==> config.mk <==
export PLATFORM = sky130hd
export DESIGN_NAME = gbdt_ram
export DESIGN_NICKNAME = d
export VERILOG_FILES = /design/src/rtl/gbdt_ram.sv
export SDC_FILE = /design/constraint.sdc
export NUM_CORES = 1
export LEC_CHECK = 0
export BUFFER_PORTS_ARGS = -buffer_cell sky130_fd_sc_hd__buf_2
export CAP_MARGIN = 30
export CORE_MARGIN = 3
export CORE_UTILIZATION = 60
export CTS_CLUSTER_DIAMETER = 100
export DETAILED_ROUTE_END_ITERATION = 8
export HOLD_SLACK_MARGIN = 0.05
export PLACE_DENSITY = 0.76
export SLEW_MARGIN = 5
export SYNTH_ARGS = -nofsm -noshare
export SYNTH_HDL_FRONTEND = slang
export SYNTH_SLANG_ARGS = --single-unit
export TNS_END_PERCENT = 100
==> constraint.sdc <==
create_clock -name clk -period 5.9 [get_ports clk]
set_input_delay 0.885 -clock clk [delete_from_list [all_inputs] [get_ports clk]]
set_output_delay 0.885 -clock clk [all_outputs]
set_load 0.1 [all_outputs]
==> src/rtl/gbdt_ram.sv <==
// Generic single-port-write, single-read RAM with registered read data.
`timescale 1ns / 1ps
module gbdt_ram #(
  parameter int WIDTH = 8,
  parameter int DEPTH = 32
) (
  input  logic                     clk,
  input  logic                     we,
  input  logic [$clog2(DEPTH)-1:0] waddr,
  input  logic [WIDTH-1:0]         wdata,
  input  logic [$clog2(DEPTH)-1:0] raddr,
  output logic [WIDTH-1:0]         rdata
);
  logic [WIDTH-1:0] mem [DEPTH];

  always_ff @(posedge clk) begin
    if (we) begin
      mem[waddr] <= wdata;
    end
    rdata <= mem[raddr];
  end
endmodule

==> flow_metrics.tcl <==
set metrics [dict create \
    hp-start "raddr[3]" \
    syn_inst 417 \
    maxSlewHeadroom 0.351 \
    end_kind "flop" \
    run_status "finished clean" \
    post-place-ws_ps 2740 \
    via_per_inst 6.47 \
    grt_pass1_wl_um 29700 \
    io_pins 28 \
    rows 46 \
    crit_path_max_incr_delay_ps 510 \
    cellPowerDensity_nw_per_um2 352 \
    fmax_mhz 379 \
    clkLatencyLatePin_ps 510 \
    dr.pass1.iters 5 \
    path_common_cell "mux4_2" \
    cp.arrival_ps 3030 \
    r2r_setup_slack_ps 4070 \
    drt-initial-drc-count 494 \
    dieWidth_um 135 \
    final_common_cell "edfxtp_1" \
    critPathKind "in -> reg" \
    synth-seq-area-share 0.781 \
    crit_slowest_cell "mux4_2" \
    mostFrequentLayoutCells "edfxtp_1 (256), mux4_2 (80), nor2_1 (33), buf_2 (26), clkbuf_16 (25)" \
    reg2reg_from "mem[22][0]" \
    clk_pin_slew_ps 70 \
    synth-simple-area-share 0.0207 \
    core_um2 16100 \
    reg2reg_depth 3 \
    grt_pass1_vias 4710 \
    synth_mux_area_frac 0.188 \
    gr-total-overflow 0 \
    worst-path-max-fanout 32 \
    layout.cells.non_filler 695 \
    synth_compound_area_frac 0 \
    finalPower_mw 3.97 \
    peakVddDrop_uv 280 \
    syn_nets 437 \
    hold_viol 0 \
    clock-sinks 264 \
    areaGrowthSynthToFinish_pct 12.4 \
    tightest_slew_ps 970 \
    critPathLaunchType "primary input" \
    cts_tree "built" \
    grt_max_degree 44 \
    dieArea_um2 18300 \
    period_minus_slack_ps 2640 \
    stdcell_area_um2 11300 \
    leakage_nw 3.55 \
    finalMaxSlewViolations 0 \
    hold_buffers 0 \
    synth_top_family_by_area "multiplexers" \
    portBuffers 27 \
    yosys_warnings 0 \
    route.detailed.drc 0 \
    finalSetupTns_ps 0 \
    syn_area_per_cell_um2 24.1 \
    ys_seq_elements 264 \
    yosys.cell_types.count 15 \
    initial_utilization 0.624 \
    num_vias 4500 \
    synth_xor_area_frac 0 \
    skew_ps 10.1 \
    cts-resized-gates 0 \
    gp_congestion 0.785 \
    grt_antenna_before_repair 2 \
    postLayoutCoreUtil 0.701 \
    dp_hpwl_um 11900 \
    min_path_type "in -> reg" \
    whs_path_depth 2 \
    postRouteWirelength_um 19600 \
    cts_buffer_depth 3 \
    route.detailed.wl_per_inst_um 28.2 \
    post-place-cells 644 \
    grt_usage 0.224 \
    rsz0062_at_grt "no" \
    htree_levels 1 \
    synthAdderAreaFrac 0 \
    placed_area_um2 10400 \
    route.antenna.remaining_nets 0 \
    drive_above_1_share 0.347 \
    reg2reg_to "rdata[0]" \
    cts_root_buffer "clkbuf_16" \
    drv_cap 0 \
    timing.final.crit_share 0.448 \
    setup-violations-final 0 \
    whs_ps 888 \
    holdPathEnd "rdata[5]" \
    syn_area_um2 10100 \
    post_cts_buffers 0 \
    cts_buffers 25 \
    nets 480 \
    fin_ws_ps 3260 \
    die_y_um 135 \
    worstPathCellList "buf_2 > buf_12 > buf_4 > mux4_2 > mux4_2 > mux2_2" \
    cp.required_ps 6290 \
]
==> metal layers <==
layer	wire, µm	global-route usage	vias to the layer above	share of wire
li1	-	-	1863	-
met1	7870	0.335	2368	0.40
met2	9560	0.351	229	0.49
met3	1750	0.0457	38	0.089
met4	412	0.0588	2	0.021
met5	13	0	-	0.00066
==> cell type report <==
class	count	area [µm²]
multi-input combinational	133	2100
antenna	1	2.50
fill	918	4810
tap	216	270
timing repair buffer	36	238
sequential	264	7850
clock buffer	30	674
clock inverter	15	173
==> worst max-delay path, delay by kind of cell <==
family | cells | cell delay, ps
multiplexers | 3 | 1170
buffers and inverters | 3 | 950
==> cells by family (layout without fill, tap and decap cells) <==
| group | count (synthesis) | after routing |
|---|---|---|
| flops | 264 | 264 |
| mux | 88 | 88 |
| simple gates | 45 | 45 |
| buf+inv | 20 | 81 |
| other cells | 0 | 1 |
==> synth_stat cells <==
cell type | number | share of area
buf_1 | 6 | 0.0022
buf_2 | 1 | 0.00050
buf_4 | 6 | 0.0045
buf_6 | 1 | 0.0011
clkbuf_1 | 6 | 0.0022
dfxtp_1 | 8 | 0.016
edfxtp_1 | 256 | 0.76
mux2_2 | 8 | 0.0090
mux4_2 | 80 | 0.18
nand2_1 | 1 | 0.00037
nand3_1 | 2 | 0.0010
nand3b_1 | 5 | 0.0037
nor2_1 | 33 | 0.012
or3_1 | 1 | 0.00062
or3b_2 | 3 | 0.0026
==> worst max-delay path by stage <==
stage	startpoint	end	slack, ps	depth (start not counted)
floorplan	raddr[2]	rdata[0]	3210	5
global placement	raddr[0]	rdata[4]	2360	5
detailed placement	raddr[2]	rdata[0]	2740	6
CTS	raddr[2]	rdata[7]	3270	6
global route	raddr[2]	rdata[3]	3210	6
finish	raddr[2]	rdata[7]	3260	6
==> flip-flops by register name (all words and copies together) (netlist names) <==
signal  count
rdata       8
mem       256
==> power breakdown <==
| part | internal, mW | switching [mW] |
|---|---|---|
| clock network | 0.985 | 0.649 |
| logic | 0.0846 | 0.160 |
| registers | 2.09 | 0.0104 |
No activity file was read; power rests on OpenSTA's default activity.
